==> config.mk <==
export PLATFORM = sky130hd
export DESIGN_NAME = yuv_to_rgb_overlay_blend_flat
export DESIGN_NICKNAME = d
export VERILOG_FILES = /design/src/ytrb_pkg.sv /design/src/ytrb_ifs.sv /design/src/ytrb_csc.sv /design/src/ytrb_blend.sv /design/src/yuv_to_rgb_overlay_blend.sv /design/src/flat_wrapper.sv
export SDC_FILE = /design/constraint.sdc
export NUM_CORES = 2
export LEC_CHECK = 0
export ABC_AREA = 1
export BUFFER_PORTS_ARGS = -buffer_cell sky130_fd_sc_hd__buf_2
export CAP_MARGIN = 5
export CORE_AREA = 3 3 291 293
export CTS_CLUSTER_SIZE = 14
export DETAILED_ROUTE_END_ITERATION = 6
export DIE_AREA = 0 0 294 296
export GPL_TIMING_DRIVEN = 0
export PLACE_DENSITY = 0.86
export SETUP_SLACK_MARGIN = 0.1
export SLEW_MARGIN = 20
export SYNTH_ARGS = -nofsm -noshare
export SYNTH_HDL_FRONTEND = slang
export SYNTH_SLANG_ARGS = --single-unit
==> constraint.sdc <==
create_clock -name clk -period 10.49 [get_ports clk]
set_input_delay 1.5735 -clock clk [delete_from_list [all_inputs] [get_ports clk]]
set_output_delay 1.5735 -clock clk [all_outputs]
set_load 0.02 [all_outputs]
==> src/ytrb_pkg.sv <==
`default_nettype none
// ----------------------------------------------------------------------------
// ytrb_pkg
// Shared types and constants for the YUV to RGB converter with overlay blend.
// ----------------------------------------------------------------------------
package ytrb_pkg;

	// APB register map
	localparam int ApbAddrW = 3;
	localparam int ApbDataW = 32;
	localparam logic [0:0] RegOutputMode = 1'b0;

	// output mode codes; the unused code behaves as blend
	typedef enum logic [1:0] {
		ModeBlend   = 2'd0,
		ModeVideo   = 2'd1,
		ModeOverlay = 2'd2
	} mode_t;

	// one pixel color
	typedef struct packed {
		logic [7:0] r;
		logic [7:0] g;
		logic [7:0] b;
	} rgb_t;

	// overlay pixel traveling alongside the video
	typedef struct packed {
		logic [7:0] alpha;
		rgb_t       color;
	} ovl_t;

	// per-stage load enables
	typedef struct packed {
		logic s1;
		logic s2;
		logic s3;
		logic s4;
		logic s5;
	} pipe_en_t;

	// conversion coefficients (scaled by 100)
	localparam logic [7:0] CoefRv = 8'd140;
	localparam logic [7:0] CoefGu = 8'd34;
	localparam logic [7:0] CoefGv = 8'd71;
	localparam logic [7:0] CoefBu = 8'd177;
	localparam logic [7:0] ChromaOffset = 8'd128;

	// magnitude of a coefficient product: 177*128 fits in 15 bits
	localparam int ProdW = 15;

	// x/100 for x < 2^15 as (x*5243) >> 19
	localparam int          DivMulW  = 13;
	localparam logic [12:0] DivMul   = 13'd5243;
	localparam int          DivShift = 19;

	// signed width of y +/- two quotients
	localparam int SumW = 11;

	// blend weight width: 1..256
	localparam int WgtW = 9;
	localparam int MixW = 17;

endpackage
`default_nettype wire

==> src/ytrb_ifs.sv <==
`default_nettype none
// ----------------------------------------------------------------------------
// ytrb_ifs
// Valid/ready channels for the input pixel beat and the output pixel beat.
// ----------------------------------------------------------------------------
interface ytrb_in_if;
	logic       valid;
	logic       ready;
	logic [7:0] luma;
	logic [7:0] chroma_u;
	logic [7:0] chroma_v;
	logic [7:0] overlay_blue;
	logic [7:0] overlay_green;
	logic [7:0] overlay_red;
	logic [7:0] overlay_alpha;

	modport source (
		output valid, luma, chroma_u, chroma_v,
		output overlay_blue, overlay_green, overlay_red, overlay_alpha,
		input  ready
	);
	modport sink (
		input  valid, luma, chroma_u, chroma_v,
		input  overlay_blue, overlay_green, overlay_red, overlay_alpha,
		output ready
	);
endinterface

interface ytrb_out_if;
	logic       valid;
	logic       ready;
	logic [7:0] out_red;
	logic [7:0] out_green;
	logic [7:0] out_blue;

	modport source (output valid, out_red, out_green, out_blue, input ready);
	modport sink (input valid, out_red, out_green, out_blue, output ready);
endinterface
`default_nettype wire

==> src/ytrb_csc.sv <==
`default_nettype none
// ----------------------------------------------------------------------------
// ytrb_csc
// Three-stage YUV to RGB conversion: coefficient products, division by 100
// through a reciprocal multiply, then sign restore, sum and clamp.
// ----------------------------------------------------------------------------
module ytrb_csc (
	input  wire logic              clk,
	input  wire ytrb_pkg::pipe_en_t en,
	input  wire logic [7:0]        luma,
	input  wire logic [7:0]        chroma_u,
	input  wire logic [7:0]        chroma_v,
	input  wire ytrb_pkg::ovl_t    ovl,
	output      ytrb_pkg::rgb_t    video,
	output      ytrb_pkg::ovl_t    ovl_out
);

	localparam int PW = ytrb_pkg::ProdW;
	localparam int DW = ytrb_pkg::DivMulW;
	localparam int SW = ytrb_pkg::SumW;
	localparam int QW = PW + DW - 1;

	// chroma magnitude and sign around the 128 offset
	logic       u_neg, v_neg;
	logic [7:0] u_mag, v_mag;

	always_comb begin
		u_neg = ~chroma_u[7];
		v_neg = ~chroma_v[7];
		u_mag = u_neg ? (ytrb_pkg::ChromaOffset - chroma_u)
		              : (chroma_u - ytrb_pkg::ChromaOffset);
		v_mag = v_neg ? (ytrb_pkg::ChromaOffset - chroma_v)
		              : (chroma_v - ytrb_pkg::ChromaOffset);
	end

	// stage 1: coefficient products (magnitudes)
	logic [PW-1:0]  rv_s1, gu_s1, gv_s1, bu_s1;
	logic           u_neg_s1, v_neg_s1;
	logic [7:0]     y_s1;
	ytrb_pkg::ovl_t ovl_s1;

	always_ff @(posedge clk) begin
		if (en.s1) begin
			rv_s1    <= PW'({8'd0, v_mag} * {8'd0, ytrb_pkg::CoefRv});
			gu_s1    <= PW'({8'd0, u_mag} * {8'd0, ytrb_pkg::CoefGu});
			gv_s1    <= PW'({8'd0, v_mag} * {8'd0, ytrb_pkg::CoefGv});
			bu_s1    <= PW'({8'd0, u_mag} * {8'd0, ytrb_pkg::CoefBu});
			u_neg_s1 <= u_neg;
			v_neg_s1 <= v_neg;
			y_s1     <= luma;
			ovl_s1   <= ovl;
		end
	end

	// divide a magnitude by 100 (truncating)
	function automatic logic [7:0] div100(input logic [PW-1:0] x);
		logic [QW-1:0] p;
		p = {{(DW-1){1'b0}}, x} * {{(PW-1){1'b0}}, ytrb_pkg::DivMul};
		return p[ytrb_pkg::DivShift +: 8];
	endfunction

	// stage 2: quotients
	logic [7:0]     rv_s2, gu_s2, gv_s2, bu_s2;
	logic           u_neg_s2, v_neg_s2;
	logic [7:0]     y_s2;
	ytrb_pkg::ovl_t ovl_s2;

	always_ff @(posedge clk) begin
		if (en.s2) begin
			rv_s2    <= div100(rv_s1);
			gu_s2    <= div100(gu_s1);
			gv_s2    <= div100(gv_s1);
			bu_s2    <= div100(bu_s1);
			u_neg_s2 <= u_neg_s1;
			v_neg_s2 <= v_neg_s1;
			y_s2     <= y_s1;
			ovl_s2   <= ovl_s1;
		end
	end

	// signed term from quotient magnitude
	function automatic logic signed [SW-1:0] term(input logic [7:0] q, input logic neg);
		logic signed [SW-1:0] t;
		t = $signed({{(SW-8){1'b0}}, q});
		return neg ? -t : t;
	endfunction

	function automatic logic [7:0] clamp(input logic signed [SW-1:0] s);
		logic [7:0] c;
		if (s[SW-1])
			c = 8'd0;
		else if (s[SW-2:8] != '0)
			c = 8'hFF;
		else
			c = s[7:0];
		return c;
	endfunction

	// sums before clamping
	logic signed [SW-1:0] y_ext, r_sum, g_sum, b_sum;

	always_comb begin
		y_ext = $signed({{(SW-8){1'b0}}, y_s2});
		r_sum = y_ext + term(rv_s2, v_neg_s2);
		g_sum = y_ext - term(gu_s2, u_neg_s2) - term(gv_s2, v_neg_s2);
		b_sum = y_ext + term(bu_s2, u_neg_s2);
	end

	// stage 3: clamped video color
	ytrb_pkg::rgb_t video_s3;
	ytrb_pkg::ovl_t ovl_s3;

	always_ff @(posedge clk) begin
		if (en.s3) begin
			video_s3.r <= clamp(r_sum);
			video_s3.g <= clamp(g_sum);
			video_s3.b <= clamp(b_sum);
			ovl_s3     <= ovl_s2;
		end
	end

	assign video   = video_s3;
	assign ovl_out = ovl_s3;

endmodule
`default_nettype wire

==> src/ytrb_blend.sv <==
`default_nettype none
// ----------------------------------------------------------------------------
// ytrb_blend
// Two-stage alpha blend: weighted products, then sum, shift and mode select.
// ----------------------------------------------------------------------------
module ytrb_blend (
	input  wire logic              clk,
	input  wire ytrb_pkg::pipe_en_t en,
	input  wire ytrb_pkg::mode_t   mode,
	input  wire ytrb_pkg::rgb_t    video,
	input  wire ytrb_pkg::ovl_t    ovl,
	output      ytrb_pkg::rgb_t    pixel
);

	localparam int WW = ytrb_pkg::WgtW;
	localparam int MW = ytrb_pkg::MixW;

	// weights: overlay a+1, video 256-a
	logic [WW-1:0] w_ovl, w_vid;

	always_comb begin
		w_ovl = {1'b0, ovl.alpha} + WW'(1);
		w_vid = WW'(256) - {1'b0, ovl.alpha};
	end

	function automatic logic [MW-1:0] wmul(input logic [WW-1:0] w, input logic [7:0] c);
		return {{(MW-WW){1'b0}}, w} * {{(MW-8){1'b0}}, c};
	endfunction

	// stage 4: weighted products
	logic [MW-1:0]  or_s4, og_s4, ob_s4, vr_s4, vg_s4, vb_s4;
	ytrb_pkg::rgb_t video_s4, ovl_s4;

	always_ff @(posedge clk) begin
		if (en.s4) begin
			or_s4    <= wmul(w_ovl, ovl.color.r);
			og_s4    <= wmul(w_ovl, ovl.color.g);
			ob_s4    <= wmul(w_ovl, ovl.color.b);
			vr_s4    <= wmul(w_vid, video.r);
			vg_s4    <= wmul(w_vid, video.g);
			vb_s4    <= wmul(w_vid, video.b);
			video_s4 <= video;
			ovl_s4   <= ovl.color;
		end
	end

	// sums; result is bits 15:8
	logic [MW-1:0]  sr, sg, sb;
	ytrb_pkg::rgb_t mixed, sel;

	always_comb begin
		sr      = or_s4 + vr_s4;
		sg      = og_s4 + vg_s4;
		sb      = ob_s4 + vb_s4;
		mixed.r = sr[15:8];
		mixed.g = sg[15:8];
		mixed.b = sb[15:8];
		case (mode)
			ytrb_pkg::ModeVideo:   sel = video_s4;
			ytrb_pkg::ModeOverlay: sel = ovl_s4;
			default:               sel = mixed;
		endcase
	end

	// stage 5: output register
	ytrb_pkg::rgb_t pixel_s5;

	always_ff @(posedge clk) begin
		if (en.s5) begin
			pixel_s5 <= sel;
		end
	end

	assign pixel = pixel_s5;

endmodule
`default_nettype wire

==> src/yuv_to_rgb_overlay_blend.sv <==
`default_nettype none
// ----------------------------------------------------------------------------
// yuv_to_rgb_overlay_blend
// Converts a YUV video pixel to RGB and combines it with an overlay pixel.
// ----------------------------------------------------------------------------
// Usage:
//   px_in  : one beat per pixel (Y, U, V and overlay B, G, R, alpha).
//   px_out : one beat per pixel (R, G, B), in input order.
//   APB    : output_mode at byte address 0 (0 blend, 1 video, 2 overlay;
//            3 acts as blend). Write it only while the pipeline is empty.
// Path: each input beat passes through five registered stages to px_out
//   (products, divide by 100, clamp, blend products, blend sum and output
//   register).
// Throughput: one pixel per cycle; every stage is a single register with a
//   valid bit, so a new beat is accepted each cycle while the output moves.
// Stall: when px_out.ready is low, a full stage holds and the empty stages
//   in front of it keep filling; px_in.ready drops only when all five stages
//   hold data. Nothing is dropped or repeated.
// Reset: arst_n clears all valid bits and sets output_mode to blend.
// ----------------------------------------------------------------------------
module yuv_to_rgb_overlay_blend (
	input  wire logic                          clk,
	input  wire logic                          arst_n,
	ytrb_in_if.sink                            px_in,
	ytrb_out_if.source                         px_out,
	input  wire logic                          psel,
	input  wire logic                          penable,
	input  wire logic                          pwrite,
	input  wire logic [ytrb_pkg::ApbAddrW-1:0] paddr,
	input  wire logic [ytrb_pkg::ApbDataW-1:0] pwdata,
	output      logic [ytrb_pkg::ApbDataW-1:0] prdata,
	output      logic                          pready
);

	// configuration register
	ytrb_pkg::mode_t output_mode_q;
	logic            reg_hit;

	assign pready  = 1'b1;
	assign reg_hit = (paddr[ytrb_pkg::ApbAddrW-1] == ytrb_pkg::RegOutputMode);

	always_ff @(posedge clk or negedge arst_n) begin
		if (!arst_n) begin
			output_mode_q <= ytrb_pkg::ModeBlend;
		end else if (psel && penable && pwrite && pready && reg_hit) begin
			output_mode_q <= ytrb_pkg::mode_t'(pwdata[1:0]);
		end
	end

	assign prdata = reg_hit ? {{(ytrb_pkg::ApbDataW-2){1'b0}}, output_mode_q} : '0;

	// stage valid bits and back-propagated ready
	logic v_s1, v_s2, v_s3, v_s4, v_s5;
	ytrb_pkg::pipe_en_t en;

	always_comb begin
		en.s5 = !v_s5 || px_out.ready;
		en.s4 = !v_s4 || en.s5;
		en.s3 = !v_s3 || en.s4;
		en.s2 = !v_s2 || en.s3;
		en.s1 = !v_s1 || en.s2;
	end

	assign px_in.ready  = en.s1;
	assign px_out.valid = v_s5;

	always_ff @(posedge clk or negedge arst_n) begin
		if (!arst_n) begin
			v_s1 <= 1'b0;
			v_s2 <= 1'b0;
			v_s3 <= 1'b0;
			v_s4 <= 1'b0;
			v_s5 <= 1'b0;
		end else begin
			if (en.s1) v_s1 <= px_in.valid;
			if (en.s2) v_s2 <= v_s1;
			if (en.s3) v_s3 <= v_s2;
			if (en.s4) v_s4 <= v_s3;
			if (en.s5) v_s5 <= v_s4;
		end
	end

	// datapath
	ytrb_pkg::ovl_t ovl_in, ovl_cv;
	ytrb_pkg::rgb_t video_cv, pixel;

	always_comb begin
		ovl_in.alpha   = px_in.overlay_alpha;
		ovl_in.color.r = px_in.overlay_red;
		ovl_in.color.g = px_in.overlay_green;
		ovl_in.color.b = px_in.overlay_blue;
	end

	ytrb_csc u_csc (
		.clk      (clk),
		.en       (en),
		.luma     (px_in.luma),
		.chroma_u (px_in.chroma_u),
		.chroma_v (px_in.chroma_v),
		.ovl      (ovl_in),
		.video    (video_cv),
		.ovl_out  (ovl_cv)
	);

	ytrb_blend u_blend (
		.clk   (clk),
		.en    (en),
		.mode  (output_mode_q),
		.video (video_cv),
		.ovl   (ovl_cv),
		.pixel (pixel)
	);

	assign px_out.out_red   = pixel.r;
	assign px_out.out_green = pixel.g;
	assign px_out.out_blue  = pixel.b;

endmodule
`default_nettype wire
==> src/flat_wrapper.sv <==
// flat-port wrapper written by rule: the top's interface ports become plain ports
module yuv_to_rgb_overlay_blend_flat 
  (clk, arst_n, psel, penable, pwrite, paddr, pwdata, prdata, pready, px_in_valid, px_in_luma, px_in_chroma_u, px_in_chroma_v, px_in_overlay_blue, px_in_overlay_green, px_in_overlay_red, px_in_overlay_alpha, px_in_ready, px_out_valid, px_out_out_red, px_out_out_green, px_out_out_blue, px_out_ready);
  ytrb_in_if px_in_i ();
  ytrb_out_if px_out_i ();
  input  wire logic clk;
  input  wire logic arst_n;
  input  wire logic psel;
  input  wire logic penable;
  input  wire logic pwrite;
  input  wire logic [ytrb_pkg::ApbAddrW-1:0] paddr;
  input  wire logic [ytrb_pkg::ApbDataW-1:0] pwdata;
  output      logic [ytrb_pkg::ApbDataW-1:0] prdata;
  output      logic pready;
  input wire logic [$bits(px_in_i.valid)-1:0] px_in_valid;
  input wire logic [$bits(px_in_i.luma)-1:0] px_in_luma;
  input wire logic [$bits(px_in_i.chroma_u)-1:0] px_in_chroma_u;
  input wire logic [$bits(px_in_i.chroma_v)-1:0] px_in_chroma_v;
  input wire logic [$bits(px_in_i.overlay_blue)-1:0] px_in_overlay_blue;
  input wire logic [$bits(px_in_i.overlay_green)-1:0] px_in_overlay_green;
  input wire logic [$bits(px_in_i.overlay_red)-1:0] px_in_overlay_red;
  input wire logic [$bits(px_in_i.overlay_alpha)-1:0] px_in_overlay_alpha;
  output wire logic [$bits(px_in_i.ready)-1:0] px_in_ready;
  output wire logic [$bits(px_out_i.valid)-1:0] px_out_valid;
  output wire logic [$bits(px_out_i.out_red)-1:0] px_out_out_red;
  output wire logic [$bits(px_out_i.out_green)-1:0] px_out_out_green;
  output wire logic [$bits(px_out_i.out_blue)-1:0] px_out_out_blue;
  input wire logic [$bits(px_out_i.ready)-1:0] px_out_ready;
  assign px_in_i.valid = px_in_valid;
  assign px_in_i.luma = px_in_luma;
  assign px_in_i.chroma_u = px_in_chroma_u;
  assign px_in_i.chroma_v = px_in_chroma_v;
  assign px_in_i.overlay_blue = px_in_overlay_blue;
  assign px_in_i.overlay_green = px_in_overlay_green;
  assign px_in_i.overlay_red = px_in_overlay_red;
  assign px_in_i.overlay_alpha = px_in_overlay_alpha;
  assign px_in_ready = px_in_i.ready;
  assign px_out_valid = px_out_i.valid;
  assign px_out_out_red = px_out_i.out_red;
  assign px_out_out_green = px_out_i.out_green;
  assign px_out_out_blue = px_out_i.out_blue;
  assign px_out_i.ready = px_out_ready;
  yuv_to_rgb_overlay_blend u_core (.clk(clk), .arst_n(arst_n), .px_in(px_in_i), .px_out(px_out_i), .psel(psel), .penable(penable), .pwrite(pwrite), .paddr(paddr), .pwdata(pwdata), .prdata(prdata), .pready(pready));
endmodule
# Word-level counts from Yosys, hierarchy flattened

Index checks and enable logic that the tools add are counted.
Widths: inputs -> output; s select.

Register bits after elaboration: 403
Input bits: 98
Output and inout port bits: 59
Word-level logic and storage cells: 113

Add/subtract/negate cells: 17
Multipliers: 14
Equality and inequality tests: 2
Mux-type cells: 11
Bitwise operators: 3
Reduce and logical (&&, ||, !) cells: 16

Operators with widths:

| cell                   | number |
|---|---|
| $mul 9x8->16           | 6 |
| $mul 15x13->27 const B | 2 |
| $add 16x16->16         | 3 |
| $pmux 24 s2            | 1 |
| $mux 11                | 4 |
| $neg 8->11             | 4 |
| $mux 8                 | 5 |
| $mul 13x13->26 const B | 1 |
| $mul 13x13->25 const B | 1 |
| $add 9x11->11          | 2 |
| $sub 8x8->8 const A    | 2 |
| $sub 8x8->8 const B    | 2 |
| $mul 8x7->15 const B   | 1 |
| $mul 8x8->15 const B   | 1 |
| $mul 8x5->13 const B   | 1 |
| $mul 8x6->13 const B   | 1 |
| $sub 11x11->11         | 1 |
| $sub 9x11->11          | 1 |
| $add 8x1->9 const B    | 1 |
| $sub 9x8->9 const A    | 1 |
| $reduce_bool 2->1      | 3 |
| $logic_not 1->1        | 5 |
| $logic_or 1x1->1       | 5 |
| $logic_and 1x1->1      | 3 |
| other kinds (4)        | 6 |

# Depth between registers and ports, before layout

Depth after elaboration: 6
Gate-level depth with buffers: 29
Depth with buffers taken out: 28

# By module

From an unflattened synthesis, not the netlist that was laid out.

Cells, all modules: 5620
Area, all modules: 49049.5 µm²

Modules (own cells, without submodules):

| module                   | instances | cells each | area each (µm²) |
|---|---|---|---|
| ytrb_csc                 | 1         | 2839       | 26516.7 |
| ytrb_blend               | 1         | 2713       | 21984.8 |
| yuv_to_rgb_overlay_blend | 1         | 68         | 548.0 |

# Worst setup path before layout

Ideal clock, no wire load.

Path type: input to output
Start point: input px_out_ready
End point: output px_in_ready
Data arrival time: 8.629 ns
Required time: 8.917 ns
Setup slack: 0.287 ns
Stages on the path: 8
Path buffers: 0
Path through: nor2_1 inv_1 nor2_1 inv_1 nor2_1 inv_1 nor2_1 nand2_1

RTL lines:

| item            | line               | source |
|---|---|---|
| start, declared | flat_wrapper.sv:28 | `input wire logic [$bits(px_out_i.ready)-1:0] px_out_ready;` |
| end, declared   | flat_wrapper.sv:23 | `output wire logic [$bits(px_in_i.ready)-1:0] px_in_ready;` |

# Final worst setup path

Start point: register u_core.u_csc.ovl_s3 (netlist bit u_core.u_csc.ovl_out[24])
End point: register u_core.u_blend.or_s4[14], data pin

Cells in the longest elaborated chain, start to end: 2

Ends and longest elaborated chain:

| item                   | line             | source |
|---|---|---|
| start, declared        | ytrb_csc.sv:111  | `ytrb_pkg::ovl_t ovl_s3;` |
| start signal, assigned | ytrb_csc.sv:118  | `ovl_s3 <= ovl_s2;` |
| $add 8x1->9            | ytrb_blend.sv:22 | `w_ovl = {1'b0, ovl.alpha} + WW'(1);` |
| $mul 9x8->16           | ytrb_blend.sv:27 | `return {{(MW-WW){1'b0}}, w} * {{(MW-8){1'b0}}, c};` |
| end signal, assigned   | ytrb_blend.sv:36 | `or_s4 <= wmul(w_ovl, ovl.color.r);` |
| end, declared          | ytrb_blend.sv:31 | `logic [MW-1:0] or_s4, og_s4, ob_s4, vr_s4, vg_s4, vb_s4;` |

Every way passes these cells.
A chain may end at the register's enable or synchronous reset.

==> results.toml <==
[logic_synthesis]
synth-seq-cells = 396
synth-simple-area-share_pct = 14.1
synthesis.area_um2 = 48300
yosysUniqueCellTypes = 52
syn_inst = 5413
yosysTopAreaCellShare_pct = 24.2
async_reset_ff_share_pct = 1.77
synth_compound_area_share_pct = 5.75
synthXorXnorAreaFrac_pct = 3.59
yosysTopAreaCell = "edfxtp_1"
synth_ff_type = "edfxtp_1"
synth_top_family_by_area = "adder cells"
yosysSeqAreaShare_pct = 24.5
synthAdderAreaFrac_pct = 40.6
synth_mux_area_share_pct = 0
yosysMostFrequentCell = "inv_1"
synth-edff-count = 389
yosys-top-cells-area = "edfxtp_1 (24%), fa_1 (22%), ha_1 (19%), inv_1 (10%), nand2_1 (6.8%)"
syn-mean-instance-area_um2 = 8.93
yosys_warnings = 0
synth_commonest_cells = "inv_1 (1329), nand2_1 (878), ha_1 (734)"

[sta]
setup_viol = 0
tightestPinTransition_ns = 1.22
maxSlewHeadroom_pct = 18.2
max_freq_ghz = 0.146
hold_viol = 0
fin_tns_setup_ns = 0
period_minus_slack_ns = 6.83
finClkSkew_ns = 0.0273
min_period_over_period_pct = 65.1
rsz0062_at_grt = "false"
timing.final.ws_setup_ns = 3.66
slew_violations = 0

[finish]
syn2layout_area_growth_pct = 7.20
diodes = 0
final_util_pct = 63.1
fin_nets = 6938
fillCellCount = 6379
layout-drive-gt1-share_pct = 4.72

[floorplanning]
dieArea_um2 = 87000
core_area_um2 = 82100
initial_core_util_pct = 58.8
rows = 105
ioPinCount = 157
fp.dieH_um = 296
dieWidth_um = 294

[detailed_routing]
vias = 36439
avgViaCountPerCell = 5.45
first_pass_iters = 6
drt-total-wl_um = 115000
postRouteAntennaNets = 0
drc = 0
drt_iter0_drc = 2606
avgRoutedWirePerCell_um = 17.2

[worst_setup_path]
start_kind = "flop"
crit_type = "reg -> reg"
ff2ff_path_depth = 21
critPathCaptureType = "flop"
cp.arrival_ns = 7.15
crit_fanout = 10
regToRegStartpoint = "u_core.u_csc.ovl_out[24]"
r2r_slack_ns = 3.66
reg2reg_to = "u_core.u_blend.or_s4[14]"
cp.required_ns = 10.82

[hold_path]
holdCritStartpoint = "u_core.u_csc.ovl_s1[25]"
worstHoldEndpoint = "u_core.u_csc.ovl_s2[25]"
min_path_cells = 0
hp-class = "reg -> reg"

[outcome]
status = "complete, no violations"

[clock_tree]
cts_sinks = 396
cts_root_buffer = "clkbuf_16"
clk_path_buf_depth = 3
cts_made_buffers = 44
cts.hold.buffers_added = 0
clk_latency_ns = 0.61
cts-resized-gates = 0
postCtsSetupBuffers = 0
htree_num_levels = 2
cts_tree = "yes"
clk_pin_slew_ns = 0.06

[grt]
grt_overflow = 0
grt_pass1_vias = 37708
grt_usage_pct = 27.0
antenna_found_initial = 1
grt_start_max_net_pins = 103
grt_pass1_wl_um = 187000

[placed_design]
dpl_worst_slack_ns = 3.69
dp_hpwl_um = 95200
io_buffer_count = 93
gp_congestion = 0.983

[flow_run]
max-cap-violations = 0
[critical path, cell delays in order, from the launching register on]
cell and delay [ns]:
edfxtp_1 0.37, buf_6 0.21, inv_2 0.15, ha_1 0.37, clkbuf_1 0.74, buf_1 0.73, nand2_1 0.20, fa_1 0.52
fa_1 0.55, inv_1 0.06, fa_1 0.53, inv_1 0.07, fa_1 0.53, inv_1 0.04, ha_1 0.36, a21oi_1 0.19
o21ai_0 0.09, a21oi_1 0.20, nor2_1 0.09, nand2_1 0.06, nand2_1 0.05, xor2_1 0.44
[layout by cell type, fill, tap and decap left out, types with 21 or more instances in the layout]
cell       count
o21ai_0      112
nor3_1        37
edfxtp_1     389
clkbuf_16     45
fa_1         521
buf_2        101
clkbuf_1      26
nor2_1       478
nand4_1       50
a21o_1        41
xnor2_1       78
conb_1        32
o21bai_1      21
nand2_1      877
inv_1       1326
a21oi_1      219
ha_1         734
xor2_1       120
nor2_2        21
buf_4         33
nand3_1      169
[cell families (layout without fill, tap and decap cells)]
family / count (synthesis) / in the layout
AND/OR/NAND/NOR: 1667 / 1667
buffers and inverters: 1416 / 1592
adder cells (fa/ha/maj): 1255 / 1255
AO/OA/AOI/OAI: 479 / 479
flip-flops: 396 / 396
XOR/XNOR: 198 / 198
other: 2 / 32
[through the flow]
step / instance area, um2 / cells / hold slack (ns)
detailed placement: 50300 / 6609 / 0.405
global route: 51800 / 6689 / 0.419
floorplan: 48400 / 5443 / 0.400
finish: 51800 / 6689 / 0.415
global placement: 50200 / 6606 / 0.402
CTS: 51800 / 6689 / 0.419
[routing by layer]
layer  vias to the layer above  global-route usage [%]  wire length (um)
li1                      17273                       -                 -
met1                     17344                    32.8             44000
met2                      1439                    47.0             55500
met3                       383                    3.92              8290
met4                         0                    14.4              7200
met5                         -                       0                 0
[worst max-delay path by stage]
stage	start	to	depth (start not counted)
after CTS	px_out_ready	px_in_ready	11
after floorplan	px_out_ready	px_in_ready	8
after detailed placement	px_out_ready	px_in_ready	11
after global routing	px_out_ready	px_in_ready	11
final	u_core.u_csc.ovl_out[24]	u_core.u_blend.or_s4[14]	21
after global placement	px_out_ready	px_in_ready	10
[cell type report]
type,instances,area (um2),share of cell area [%]
Multi-Input combinational cell,3631,31100,60.0
Sequential cell,396,11900,22.9
Inverter,1346,5070,9.78
Tap cell,1070,1340,2.58
Clock buffer,52,1150,2.22
Timing Repair Buffer,96,541,1.04
Buffer,70,457,0.882
Clock inverter,28,313,0.604
[sequential cells by signal, summed over array words and instances, names as in the netlist, 24 cells and up]
name	flops
u_core.u_csc.video	24
u_core.u_blend.video_s4	24
u_core.u_csc.ovl_s1	32
u_core.u_csc.ovl_s2	32
u_core.u_blend.pixel	24
u_core.u_csc.ovl_out	32
u_core.u_blend.ovl_s4	24
Power is not shown: default switching activity piles up to over one toggle a cycle in this logic, so the estimate is an artifact.
